--- config.mk ---
export PLATFORM = sky130hd
export DESIGN_NAME = utf8_decode_with_escape_core
export DESIGN_NICKNAME = d
export VERILOG_FILES = /design/src/sv/utf8d_pkg.sv /design/src/sv/utf8d_front.sv /design/src/sv/utf8d_queue.sv /design/src/sv/utf8d_back.sv /design/src/sv/utf8_decode_with_escape_core.sv
export SDC_FILE = /design/constraint.sdc
export NUM_CORES = 1
export LEC_CHECK = 0
export BUFFER_PORTS_ARGS = -buffer_cell sky130_fd_sc_hd__buf_2
export CAP_MARGIN = 20
export CORE_UTILIZATION = 60
export CTS_CLUSTER_SIZE = 30
export DETAILED_ROUTE_END_ITERATION = 8
export PLACE_DENSITY_LB_ADDON = 0.25
export SLEW_MARGIN = 25
export SYNTH_ARGS = -nofsm -noshare
export SYNTH_HDL_FRONTEND = slang
export SYNTH_SLANG_ARGS = --single-unit
--- constraint.sdc ---
create_clock -name clk -period 9.8 [get_ports clk]
set_input_delay 0.98 -clock clk [delete_from_list [all_inputs] [get_ports clk]]
set_output_delay 0.98 -clock clk [all_outputs]
set_load 0.03 [all_outputs]
--- src/sv/utf8d_pkg.sv ---
// shared types, constants and helper functions for the utf-8 decoder
// no dependencies

package utf8d_pkg;

    localparam int MAX_TOKENS      = 4;
    localparam int PEND_DEPTH      = 3;
    localparam int QUEUE_DEPTH_DEF = 4;
    localparam int VALUE_W         = 21;

    typedef enum logic [1:0] {
        KIND_ASCII   = 2'd0,
        KIND_CODE    = 2'd1,
        KIND_INVALID = 2'd2
    } kind_t;

    typedef struct packed {
        logic [7:0] byte_value;
        logic       end_of_text;
    } in_t;

    typedef struct packed {
        kind_t               token_kind;
        logic [VALUE_W-1:0]  token_value;
        logic                last_of_run;
    } out_t;

    typedef struct packed {
        kind_t               kind;
        logic [VALUE_W-1:0]  value;
    } token_t;

    typedef struct packed {
        logic [2:0]                   count;
        token_t [MAX_TOKENS-1:0]      tok;
    } job_t;

    typedef struct packed {
        logic [1:0] count;
        logic [2:0] length;
    } front_stat_t;

    // sequence length opened by a lead byte, zero when not a valid lead
    function automatic logic [2:0] lead_len(input logic [7:0] b);
        logic [2:0] len;
        len = 3'd0;
        if (b >= 8'hC2 && b <= 8'hDF)
        begin
            len = 3'd2;
        end
        else if (b >= 8'hE0 && b <= 8'hEF)
        begin
            len = 3'd3;
        end
        else if (b >= 8'hF0 && b <= 8'hF4)
        begin
            len = 3'd4;
        end
        return len;
    endfunction

    function automatic logic cont_ok(input logic [7:0] b);
        return (b >= 8'h80) && (b <= 8'hBF);
    endfunction

    function automatic logic second_ok(input logic [7:0] lead, input logic [7:0] b);
        logic [7:0] lo;
        logic [7:0] hi;
        lo = 8'h80;
        hi = 8'hBF;
        if (lead == 8'hE0)
        begin
            lo = 8'hA0;
        end
        else if (lead == 8'hED)
        begin
            hi = 8'h9F;
        end
        else if (lead == 8'hF0)
        begin
            lo = 8'h90;
        end
        else if (lead == 8'hF4)
        begin
            hi = 8'h8F;
        end
        return (b >= lo) && (b <= hi);
    endfunction

endpackage

--- src/sv/utf8d_front.sv ---
// front end: holds the open sequence, checks each byte and builds its token job
// depends on utf8d_pkg

module utf8d_front (
    input  logic                      clk,
    input  logic                      rst_n,
    input  utf8d_pkg::in_t            data,
    input  logic                      take,
    output utf8d_pkg::job_t           job,
    output logic                      job_valid,
    output utf8d_pkg::front_stat_t    stat
);
    import utf8d_pkg::*;

    logic [7:0]         pend_reg [PEND_DEPTH];
    logic [1:0]         cnt_reg;
    logic [1:0]         cnt_next;
    logic [2:0]         len_reg;
    logic [2:0]         len_next;

    logic [7:0]         b;
    logic               last;
    logic [2:0]         new_len;
    logic               is_open;
    logic               ok;
    logic [1:0]         base;
    logic               extra_live;
    token_t             extra;
    logic               opening;
    logic               store;
    logic [VALUE_W-1:0] cp;

    assign b       = data.byte_value;
    assign last    = data.end_of_text;
    assign new_len = lead_len(b);
    assign is_open = (len_reg != 3'd0) && (cnt_reg != 2'd0);

    always_comb
    begin
        if (cnt_reg == 2'd1)
        begin
            ok = second_ok(pend_reg[0], b);
        end
        else
        begin
            ok = cont_ok(b);
        end
    end

    always_comb
    begin
        case (len_reg)
            3'd2:    cp = {10'd0, pend_reg[0][4:0], b[5:0]};
            3'd3:    cp = {5'd0, pend_reg[0][3:0], pend_reg[1][5:0], b[5:0]};
            default: cp = {pend_reg[0][2:0], pend_reg[1][5:0], pend_reg[2][5:0], b[5:0]};
        endcase
    end

    always_comb
    begin
        base       = 2'd0;
        extra_live = 1'b0;
        extra      = '{kind: KIND_INVALID, value: {13'd0, b}};
        opening    = 1'b0;
        store      = 1'b0;
        cnt_next   = 2'd0;
        len_next   = 3'd0;
        if (is_open && ok)
        begin
            if (({1'b0, cnt_reg} + 3'd1) < len_reg)
            begin
                if (last)
                begin
                    // cut off: held bytes and this one all flagged
                    base       = cnt_reg;
                    extra_live = 1'b1;
                end
                else
                begin
                    store    = 1'b1;
                    cnt_next = cnt_reg + 2'd1;
                    len_next = len_reg;
                end
            end
            else
            begin
                extra_live = 1'b1;
                extra      = '{kind: KIND_CODE, value: cp};
            end
        end
        else
        begin
            base = is_open ? cnt_reg : 2'd0;
            if (!b[7])
            begin
                extra_live = 1'b1;
                extra      = '{kind: KIND_ASCII, value: {13'd0, b}};
            end
            else if (new_len == 3'd0)
            begin
                extra_live = 1'b1;
            end
            else if (last)
            begin
                extra_live = 1'b1;
            end
            else
            begin
                opening  = 1'b1;
                cnt_next = 2'd1;
                len_next = new_len;
            end
        end
    end

    always_comb
    begin
        for (int i = 0; i < PEND_DEPTH; i++)
        begin
            if (2'(i) < base)
            begin
                job.tok[i] = '{kind: KIND_INVALID, value: {13'd0, pend_reg[i]}};
            end
            else
            begin
                job.tok[i] = extra;
            end
        end
        job.tok[MAX_TOKENS-1] = extra;
        job.count = {1'b0, base} + {2'd0, extra_live};
    end

    assign job_valid   = take && (job.count != 3'd0);
    assign stat.count  = cnt_reg;
    assign stat.length = len_reg;

    always_ff @(posedge clk or negedge rst_n)
    begin
        if (!rst_n)
        begin
            cnt_reg <= 2'd0;
            len_reg <= 3'd0;
        end
        else if (take)
        begin
            cnt_reg <= cnt_next;
            len_reg <= len_next;
        end
    end

    always_ff @(posedge clk)
    begin
        if (take && opening)
        begin
            pend_reg[0] <= b;
        end
        else if (take && store)
        begin
            pend_reg[cnt_reg] <= b;
        end
    end

endmodule

--- src/sv/utf8d_queue.sv ---
// short job queue between the front and back ends
// depends on utf8d_pkg

module utf8d_queue #(
    parameter int DEPTH = utf8d_pkg::QUEUE_DEPTH_DEF
) (
    input  logic             clk,
    input  logic             rst_n,
    input  logic             push,
    input  utf8d_pkg::job_t  wdata,
    input  logic             pop,
    output utf8d_pkg::job_t  rdata,
    output logic             nonempty,
    output logic             full
);
    import utf8d_pkg::*;

    localparam int PW = (DEPTH > 1) ? $clog2(DEPTH) : 1;
    localparam int CW = $clog2(DEPTH + 1);

    job_t            mem_reg [DEPTH];
    logic [PW-1:0]   wr_ptr_reg;
    logic [PW-1:0]   wr_ptr_next;
    logic [PW-1:0]   rd_ptr_reg;
    logic [PW-1:0]   rd_ptr_next;
    logic [CW-1:0]   cnt_reg;
    logic [CW-1:0]   cnt_next;

    assign nonempty = (cnt_reg != CW'(0));
    assign full     = (cnt_reg == CW'(DEPTH));
    assign rdata    = mem_reg[rd_ptr_reg];

    always_comb
    begin
        wr_ptr_next = wr_ptr_reg;
        rd_ptr_next = rd_ptr_reg;
        cnt_next    = cnt_reg;
        if (push)
        begin
            wr_ptr_next = (wr_ptr_reg == PW'(DEPTH - 1)) ? '0 : wr_ptr_reg + PW'(1);
        end
        if (pop)
        begin
            rd_ptr_next = (rd_ptr_reg == PW'(DEPTH - 1)) ? '0 : rd_ptr_reg + PW'(1);
        end
        if (push && !pop)
        begin
            cnt_next = cnt_reg + CW'(1);
        end
        else if (pop && !push)
        begin
            cnt_next = cnt_reg - CW'(1);
        end
    end

    always_ff @(posedge clk or negedge rst_n)
    begin
        if (!rst_n)
        begin
            wr_ptr_reg <= '0;
            rd_ptr_reg <= '0;
            cnt_reg    <= '0;
        end
        else
        begin
            wr_ptr_reg <= wr_ptr_next;
            rd_ptr_reg <= rd_ptr_next;
            cnt_reg    <= cnt_next;
        end
    end

    always_ff @(posedge clk)
    begin
        if (push)
        begin
            mem_reg[wr_ptr_reg] <= wdata;
        end
    end

endmodule

--- src/sv/utf8d_back.sv ---
// back end: walks the tokens of the head job into the output register
// depends on utf8d_pkg

module utf8d_back (
    input  logic             clk,
    input  logic             rst_n,
    input  utf8d_pkg::job_t  job,
    input  logic             job_valid,
    output logic             job_done,
    output logic             valid,
    input  logic             ready,
    output utf8d_pkg::out_t  data
);
    import utf8d_pkg::*;

    localparam int IW = $clog2(MAX_TOKENS);

    logic [IW-1:0]  idx_reg;
    logic [IW-1:0]  idx_next;
    logic           valid_reg;
    logic           valid_next;
    out_t           data_reg;
    token_t         cur;
    logic           cur_last;
    logic           load;

    assign cur      = job.tok[idx_reg];
    assign cur_last = (3'(idx_reg) + 3'd1) == job.count;
    assign load     = job_valid && (!valid_reg || ready);
    assign job_done = load && cur_last;

    always_comb
    begin
        idx_next   = idx_reg;
        valid_next = valid_reg;
        if (load)
        begin
            valid_next = 1'b1;
            idx_next   = cur_last ? '0 : idx_reg + IW'(1);
        end
        else if (ready)
        begin
            valid_next = 1'b0;
        end
    end

    always_ff @(posedge clk or negedge rst_n)
    begin
        if (!rst_n)
        begin
            idx_reg   <= '0;
            valid_reg <= 1'b0;
        end
        else
        begin
            idx_reg   <= idx_next;
            valid_reg <= valid_next;
        end
    end

    always_ff @(posedge clk)
    begin
        if (load)
        begin
            data_reg <= '{token_kind: cur.kind, token_value: cur.value, last_of_run: cur_last};
        end
    end

    assign valid = valid_reg;
    assign data  = data_reg;

endmodule

--- src/sv/utf8_decode_with_escape_core.sv ---
// top level of the strict streaming utf-8 decoder
// depends on utf8d_pkg, utf8d_front, utf8d_queue, utf8d_back

// Takes one byte per cycle whenever the job queue has room and gives one token per cycle
// from a registered output while token_ready is high. A byte that finishes, breaks or cuts
// off a sequence produces one to four tokens, which leave one after another; a byte that
// only opens or extends a sequence produces none. The first token of a byte is written into
// the job queue at the byte's transfer and from there into the output register. The output
// port's one-token-per-cycle drain sets the rate: byte_ready stays high at one byte per
// cycle while bytes average at most one token, and the queue of QUEUE_DEPTH byte jobs
// absorbs the bursts of a broken sequence.
module utf8_decode_with_escape_core #(
    parameter int QUEUE_DEPTH = utf8d_pkg::QUEUE_DEPTH_DEF
) (
    input  logic             clk,
    input  logic             rst_n,
    input  logic             byte_valid,
    output logic             byte_ready,
    input  utf8d_pkg::in_t   byte_data,
    output logic             token_valid,
    input  logic             token_ready,
    output utf8d_pkg::out_t  token_data
);
    import utf8d_pkg::*;

    job_t         front_job;
    logic         q_push;
    job_t         q_head;
    logic         q_nonempty;
    logic         q_full;
    logic         q_pop;
    logic         take;
    front_stat_t  stat;

    assign byte_ready = !q_full;
    assign take       = byte_valid && byte_ready;

    utf8d_front u_front (
        .clk       (clk),
        .rst_n     (rst_n),
        .data      (byte_data),
        .take      (take),
        .job       (front_job),
        .job_valid (q_push),
        .stat      (stat)
    );

    utf8d_queue #(
        .DEPTH (QUEUE_DEPTH)
    ) u_queue (
        .clk      (clk),
        .rst_n    (rst_n),
        .push     (q_push),
        .wdata    (front_job),
        .pop      (q_pop),
        .rdata    (q_head),
        .nonempty (q_nonempty),
        .full     (q_full)
    );

    utf8d_back u_back (
        .clk       (clk),
        .rst_n     (rst_n),
        .job       (q_head),
        .job_valid (q_nonempty),
        .job_done  (q_pop),
        .valid     (token_valid),
        .ready     (token_ready),
        .data      (token_data)
    );

    a_no_overflow: assert property (@(posedge clk) disable iff (!rst_n)
        !(q_push && q_full))
        else $error("job pushed into full queue");

    a_held_below_length: assert property (@(posedge clk) disable iff (!rst_n)
        (stat.count != 2'd0) |-> (stat.length > {1'b0, stat.count}))
        else $error("held byte count not below sequence length");

    a_open_has_bytes: assert property (@(posedge clk) disable iff (!rst_n)
        (stat.length != 3'd0) |-> (stat.count != 2'd0))
        else $error("sequence open with no held bytes");

    a_good_token_ends_run: assert property (@(posedge clk) disable iff (!rst_n)
        (token_valid && (token_data.token_kind == KIND_ASCII
            || token_data.token_kind == KIND_CODE)) |-> token_data.last_of_run)
        else $error("ascii or code point token not last of its run");

endmodule

; ---- Word level (Yosys, flattened, before mapping)
; Memories as Yosys holds them, arrays and structs flattened.
; Cells that the tools add are included.
; Widths: inputs -> output; s select.
[word_totals]
regBits = 39
ram_bits = 404
out_inout_bits = 26
wordCells = 143
memories = 2
[mem_list]
columns = memory, depth, word_bits, read_ports, rd_clocked_by_memory_dff, wr, line
row1 = u_queue.mem_reg, 4, 95, 1, 0, 1, utf8d_queue.sv:21  ; job_t mem_reg [DEPTH];
row2 = u_front.pend_reg, 3, 8, 3, 0, 1, utf8d_front.sv:15  ; logic [7:0] pend_reg [PEND_DEPTH];
[classes]
add_sub_neg = 9
n_lt_le_gt_ge = 15
eq_ne = 12
muxes = 66
n_reduce_logical = 29
[ops]
columns = operator, count
row1 = $mux 23, 7
row2 = $mux 8, 8
row3 = $bmux 23 s2, 1
row4 = $pmux 21 s2, 1
row5 = $mux 3, 11
row6 = $eq 8x8->1 const B, 4
row7 = $ge 8x8->1 const B, 4
row8 = $le 8x8->1 const B, 4
row9 = $mux 2, 13
row10 = $mux 1, 23
row11 = $logic_and 1x1->1, 15
row12 = $reduce_bool 3->1, 3
row13 = $add 2x1->2 const B, 4
row14 = $ge 8x8->1, 1
row15 = $le 8x8->1, 1
row16 = $reduce_or 8->1, 1
row17 = $add 2x1->3 const B, 2
row18 = $eq 3x2->1 const B, 2
row19 = $mux 6, 1
row20 = $reduce_bool 2->1, 3
row21 = $mux 5, 1
row22 = $eq 2x2->1 const B, 2
row23 = $logic_not 1->1, 4
row24 = $lt 1x2->1 const A, 2
row25 = other kinds (13), 13

; ---- Logic depth before layout (Yosys ltp)
; Gate-level depths: netlist of run 1.
; An unclocked memory read counts as a cell.
[depth]
ltp_word = 19
depth_mapped = 22
ltp_nobuf = 20

; ---- Hierarchy
; A second synthesis of run 1 with hierarchy kept.
[unflattened]
cells_unflattened = 857
area_unflattened_um2 = 18058.6
[by_module_without_submodules]
columns = mod, instances, cells_each, area_per_inst_um2, seq_area_each_um2
row1 = utf8d_queue, 1, 534, 14128.6, 11586.1
row2 = utf8d_front, 1, 249, 2421.1, 845.8
row3 = utf8d_back, 1, 72, 1498.9, 795.8
row4 = utf8_decode_with_escape_core, 1, 2, 10.0, 0.0

; ---- Least setup slack after synthesis of run 1
; Ideal clock, no wire load.
[synth_path]
kind = input -> register
start = input byte_data[6] (netlist name)
end = memory u_queue.mem_reg[0][0] (netlist name), enable pin
arrival_ns = 5.450
required_ns = 9.336
path_slack_ns = 3.885
path_stages = 12
cell_sequence = ha_1 > a221o_1 > o211ai_2 > o211ai_2 > buf_6 > or2_2 > and2_1 > ha_1 > ha_1 > nor3_1 > nor2_1 > and2_1
[synth_rtl]
columns = element, line
row1 = start: declaration, utf8_decode_with_escape_core.sv:19  ; input utf8d_pkg::in_t byte_data,
row2 = end: declaration, utf8d_queue.sv:21

==> results.cfg, run 1 <==
[timing]
hold_viol_final = 0
fmax_mhz = 181
worstMarginPinSlew_ns = 1.02
setup_viol = 0
fin_crit_sh_pct = 56.3
layout_min_cycle_time_ns = 5.52
slew_viol_final = 0
rsz0062_at_grt = false
finalSetupTns_ns = 0
maxSlewHeadroom_pct = 31.8
skew_ns = 0.0128

[layout]
largest_reg_flops = 380
ff_latch_area_um2 = 13200
stdcell_area_um2 = 20000
fin_nets = 932
nFillCells = 1768
antenna_cells = 0
multi_input_area_um2 = 4470
drive_gt1_share_pct = 29.7
post-route-util_pct = 68.9
areaGrowthSynthToFinish_pct = 11.7

[worst_setup_path]
worstSetupPathType = reg2reg
cp-end-kind = register
reg2reg_to = u_queue.mem_reg[1][65]$_DFFE_PP_
worstSetupStartpointType = register
worstPathRequired_ns = 9.95
reg2reg_slack_ns = 4.28
crit_path_end = u_queue.mem_reg[1][65]$_DFFE_PP_
worstRegToRegCells = 16
cp_max_fo = 56
r2r_start = u_front.pend_reg[0][0]$_DFFE_PP_
startpoint = u_front.pend_reg[0][0]$_DFFE_PP_
worstPathArrival_ns = 5.67

[global_route]
grt_pass1_wl_mm = 54.0
antenna_found_initial = 1
grt_pass1_vias = 8871
grt_max_degree = 57
grt_use_total_pct = 23.9
grt_overflow_total = 0

[die]
placementRows = 62
die_w_um = 175
initial_utilization_pct = 61.7
die_h_um = 175
num_io_pins = 39
dieArea_um2 = 30600
core-area_um2 = 29100

[synth]
yosysSeqAreaShare_pct = 73.7
synth_top_area_share_pct = 71.7
synthTopCellsByArea = edfxtp_1, mux4_2, dfrtp_1
synthMostInstantiatedCell = edfxtp_1
synth_common_cells = edfxtp_1, mux4_2, a21oi_1
syn_inst = 845
synth-seq-cells = 443
synth_edf_count = 428
yosys_warnings = 0
synth_top_area_cell = edfxtp_1
synthDistinctLibCells = 53
syn_nets = 877
async_reset_ff_share_pct = 3.39
synth_area_per_cell_um2 = 21.2
mappedNetlistArea_um2 = 17900
synth_flop_cell = edfxtp_1

[routing]
routed_wirelength_mm = 34.9
dr_total_vias = 8420
vias_per_cell = 6.39
antenna_left = 0
wl_per_cell_um = 26.5
drc = 0
first_pass_iters = 5
drt-initial-drc-count = 849

[clock_tree]
cts_resized = 0
cts-htree-levels = 2
post_cts_buffers = 0
cts_tree = yes
clock-sinks = 443
cts_buffers = 44
postCtsHoldBufs = 0
clkTransAtPathRegs_ns = 0.06
clockBufferDepth = 3
root_buffer = clkbuf_16
clock_latency_ns = 0.53

[power]
p_switching_mw = 1.66
seqPwrFrac_pct = 45.7
power.density_nw_per_um2 = 296
leakage_nw = 6.74
irDropWorstVdd_uv = 228
clockPowerShare_pct = 29.0
p_int_mw = 4.27
power_frac_comb_pct = 25.3
p_total_mw = 5.93
swShare_pct = 27.9

[place]
place_congestion = 0.877
portBuffers = 38
placed_area_um2 = 18600
dp_hpwl_mm = 19.8

[job]
cap_violations = 0

[run_status]
status = complete, no violations

[min_path]
hp-class = in2async
[metal layers]
layer / wire length (um) / vias up / track usage (%)
met2: 17700 / 304 / 38.9
li1: - / 3632 / -
met4: 589 / 0 / 6.56
met1: 14500 / 4435 / 33.9
met5: 0 / - / 0
met3: 2140 / 49 / 4.31
[power by group through the flow]
stage / Sequential, mW / Clock, mW / Combinational (mW)
detailed placement: 2.75 / 0 / 1.52
floorplan: 2.76 / 0 / 1.11
CTS: 2.72 / 1.74 / 1.53
finish: 2.71 / 1.72 / 1.50
global placement: 2.72 / 0 / 1.48
global route: 2.75 / 1.82 / 1.60
[worst min-delay path by stage]
stage | startpoint | to | slack (ns) | cells after the start
final | rst_n | u_front.cnt_reg[1]$_DFFE_PN0P_ | 0.36 | 1
after global routing | rst_n | u_queue.rd_ptr_reg[1]$_DFFE_PN0P_ | 0.37 | 1
after CTS | rst_n | u_queue.rd_ptr_reg[1]$_DFFE_PN0P_ | 0.35 | 1
after detailed placement | u_queue.cnt_reg[2]$_DFFE_PN0P_ | u_queue.cnt_reg[2]$_DFFE_PN0P_ | 0.49 | 1
after global placement | u_queue.cnt_reg[2]$_DFFE_PN0P_ | u_queue.cnt_reg[2]$_DFFE_PN0P_ | 0.48 | 1
after floorplan | u_queue.cnt_reg[2]$_DFFE_PN0P_ | u_queue.cnt_reg[2]$_DFFE_PN0P_ | 0.46 | 1
[layout by cell type (no fill, tap or decap), types with 3 or more instances in the layout]
| cell | instances |
|---|---|
| mux2_1 | 7 |
| xor2_1 | 4 |
| nand3_1 | 6 |
| mux4_2 | 118 |
| buf_4 | 13 |
| nor2_1 | 16 |
| a21o_1 | 3 |
| and3_1 | 20 |
| nand4_1 | 3 |
| mux2_4 | 18 |
| a211oi_1 | 12 |
| edfxtp_1 | 428 |
| nand2b_1 | 4 |
| dfrtp_1 | 13 |
| nor3_1 | 8 |
| nand2_1 | 17 |
| clkinv_1 | 11 |
| or4_1 | 3 |
| a21oi_1 | 24 |
| inv_1 | 15 |
| buf_2 | 38 |
| mux2_2 | 5 |
| clkinv_2 | 6 |
| and2_1 | 5 |
| and2_4 | 4 |
| clkbuf_1 | 7 |
| ha_1 | 18 |
| clkbuf_16 | 45 |
| bufinv_16 | 8 |
| mux2i_1 | 10 |
[cell type report]
cell class | instances | area share, %
sequential | 443 | 66.1
clock inverter | 27 | 1.65
clock buffer | 52 | 5.75
tap | 384 | 2.40
inverter | 17 | 0.318
multi-input combinational | 342 | 22.3
timing repair buffer | 52 | 1.49
[critical path, cell delays in order, from the launching register on]
cell	delay (ns)
edfxtp_1	0.62
nand2_1	0.09
nor2_1	0.11
a21oi_1	0.06
nor3_1	0.16
ha_1	0.28
a221o_1	0.34
o211ai_2	0.09
o211ai_2	0.30
or2_2	0.43
and2_1	0.18
ha_1	0.20
ha_1	0.35
nor3_1	0.08
nor2_1	0.36
and2_4	0.60
buf_4	0.79
[logic make-up (layout without fill, tap and decap cells)]
| family | count (synthesis) | after routing | share of synthesized area, % |
|---|---|---|---|
| AOI/OAI and AO/OA | 56 | 56 | 2.06 |
| buffers and inverters | 60 | 148 | 1.51 |
| adders and majority gates | 19 | 19 | 1.37 |
| xor gates and xnor gates | 6 | 6 | 0.293 |
| and+or+nand+nor | 101 | 101 | 3.14 |
| muxes | 160 | 160 | 17.9 |
| DFF | 443 | 443 | 73.7 |
[metrics by stage]
step	worst slack, ns	cells	hold WS, ns
after floorplan	3.89	845	0.464
after global placement	4.23	1238	0.480
after detailed placement	4.03	1238	0.487
after CTS	4.32	1317	0.351
after global routing	4.01	1317	0.372
final	4.28	1317	0.359
(Power assumes the default switching activity.)
==> run 2, diff against run 1 <==
==> constraint.sdc (replaced) <==
create_clock -name clk -period 5.5 [get_ports clk]
set_input_delay 0.55 -clock clk [delete_from_list [all_inputs] [get_ports clk]]
set_output_delay 0.55 -clock clk [all_outputs]
set_load 0.03 [all_outputs]
==> run 2 against run 1 <==
Flip-flop and latch count stayed put. Setup slack worse by 3.8 ns. Clock skew is 0.0026 ns lower. Routed wire length is 2.3% higher. Utilization is 0.20 points higher. Power is 76% higher. Maximum frequency is 9.5% higher. Non-clock buffer count is 10 higher. First-iteration DRC count is 11% higher. Largest power group unchanged. Highest routed layer unchanged.
==> results.cfg, run 2 (same netlist as run 1, synthesis figures left out) <==
[worst_setup_path]
worstPathArrival_ns = 5.25
worstSetupPathType = reg2reg
reg2reg_slack_ns = 0.46
r2r_start = u_front.pend_reg[0][1]$_DFFE_PP_
worstPathRequired_ns = 5.72
reg2reg_to = u_queue.mem_reg[0][54]$_DFFE_PP_
startpoint = u_front.pend_reg[0][1]$_DFFE_PP_
worstRegToRegCells = 15
worstSetupStartpointType = register
cp_max_fo = 32
cp-end-kind = register

[die]
initial_utilization_pct = 61.7
die_h_um = 175
die_w_um = 175
core-area_um2 = 29100
placementRows = 62
dieArea_um2 = 30600
num_io_pins = 39

[routing]
met1_length_mm = 14.4
vias_per_cell = 6.50
antenna_left = 0
wl_per_cell_um = 26.9
drc = 0
first_pass_iters = 6
routed_wirelength_mm = 35.7
route.top_layer_used = met4
dr_total_vias = 8608
drt-initial-drc-count = 940
wl_met2_mm = 18.1
met3_length_mm = 2.26

[clock_tree]
post_cts_buffers = 0
root_buffer = clkbuf_16
cts-htree-levels = 2
clock-sinks = 443
clkTransAtPathRegs_ns = 0.06
clock_latency_ns = 0.53
cts_tree = yes
cts_buffers = 43
clockBufferDepth = 3

[global_route]
grt_use_total_pct = 24.4
grt_pass1_vias = 9088
grt_pass1_wl_mm = 54.9
grt_max_degree = 53
grt_overflow_total = 0
antenna_found_initial = 0

[timing]
setup_viol = 0
finalSetupTns_ns = 0
worstMarginPinSlew_ns = 1.02
fmax_mhz = 198
maxSlewHeadroom_pct = 31.7
skew_ns = 0.0102
slew_viol_final = 0
rsz0062_at_grt = false
fin_crit_sh_pct = 91.6
hold_viol_final = 0
layout_min_cycle_time_ns = 5.04

[power]
clockPowerShare_pct = 27.2
power_frac_comb_pct = 26.7
power.density_nw_per_um2 = 519
irDropWorstVdd_uv = 378
leakage_nw = 6.75
seqPwrFrac_pct = 46.0
p_total_mw = 10.4
swShare_pct = 28.6
p_int_mw = 7.45
p_switching_mw = 2.98

[layout]
final_cell_mix = edfxtp_1, mux4_2, clkbuf_16
antenna_cells = 0
fin_nets = 941
ff_latch_area_um2 = 13200
multi_input_area_um2 = 4480
areaGrowthSynthToFinish_pct = 12.0
drive_gt1_share_pct = 30.5
largest_reg_flops = 380
nFillCells = 1718
layout_commonest_cell = edfxtp_1

[run_status]
status = complete, no violations

[min_path]
min_from = token_ready
hold_end = u_back.valid$_DFFE_PN0P_
hp-class = in2reg
min_path_cells = 2

[place]
dp_hpwl_mm = 21.1
place_congestion = 0.830
portBuffers = 38

[job]
cap_violations = 0
==> run 2: cell count changes in the layout (fill, tap and decap cells not counted), sizes merged <==
| cell | previous run | this run |
|---|---|---|
| clkinv | 17 | 13 |
| clkbuf | 52 | 56 |
| bufinv | 8 | 3 |
| dlygate4sd3 | 0 | 1 |
| clkinvlp | 2 | 5 |
| buf | 52 | 61 |
==> run 2: layer usage <==
layer	vias up	global-route usage, %
li1	3656	-
met1	4561	33.8
met2	332	40.6
met3	59	4.03
met4	0	7.14
met5	-	0
==> run 2: how the worst max path moves through the flow <==
stage / end / slack, ns
2_1_floorplan: u_queue.mem_reg[0][0]$_DFFE_PP_ / 0.78
3_3_place_gp: u_queue.mem_reg[0][35]$_DFFE_PP_ / 0.79
3_5_place_dp: u_queue.mem_reg[0][12]$_DFFE_PP_ / 0.59
4_1_cts: u_queue.mem_reg[0][36]$_DFFE_PP_ / 0.54
5_1_grt: u_queue.mem_reg[0][13]$_DFFE_PP_ / 0.24
6_report: u_queue.mem_reg[0][54]$_DFFE_PP_ / 0.46
==> run 2: worst max-delay path, stage by stage, from the launching register on <==
cell and delay (ns):
edfxtp_1 0.53, nand4b_1 0.27, nor3_1 0.33, nand2_1 0.12, ha_1 0.31, nand2b_1 0.08
nand4b_1 0.13, o211ai_2 0.59, mux2i_1 0.19, and2_1 0.20, ha_1 0.18, ha_1 0.35
nor3_1 0.07, nor2_1 0.40, and2_4 0.61, buf_4 0.37
==> run 2: area by class of cell <==
class | instances | share of cell area, %
clock buffer | 56 | 5.86
clock inverter | 21 | 0.946
tap | 384 | 2.39
sequential | 443 | 65.9
multi-input combinational | 342 | 22.3
timing repair buffer | 62 | 2.35
inverter | 17 | 0.318
==> run 2: power groups by stage <==
stage          Sequential [mW]  Clock [mW]  Combinational [mW]
2_1_floorplan             4.88           0                1.97
3_3_place_gp              4.88           0                2.66
3_5_place_dp              4.94           0                2.72
4_1_cts                   4.88        2.88                2.74
5_1_grt                   4.86        3.01                2.98
6_report                  4.80        2.84                2.79
==> run 2: timing repair <==
action / in CTS / in global routing
hold buffers: 1 / 0
endpoints found under the hold margin: 15 / 0
resized for setup: 0 / 0
==> run 2: through the flow <==
step | std cells | setup WS (ns) | area (um^2) | util (%) | hold slack (ns)
detailed placement | 1246 | 0.587 | 18700 | 64.2 | 0.481
floorplan | 845 | 0.782 | 17900 | - | 0.254
CTS | 1324 | 0.539 | 20100 | 69.0 | 0.199
finish | 1325 | 0.462 | 20100 | 69.1 | 0.215
global placement | 1246 | 0.786 | 18700 | 64.2 | 0.479
global route | 1325 | 0.244 | 20100 | 69.1 | 0.244
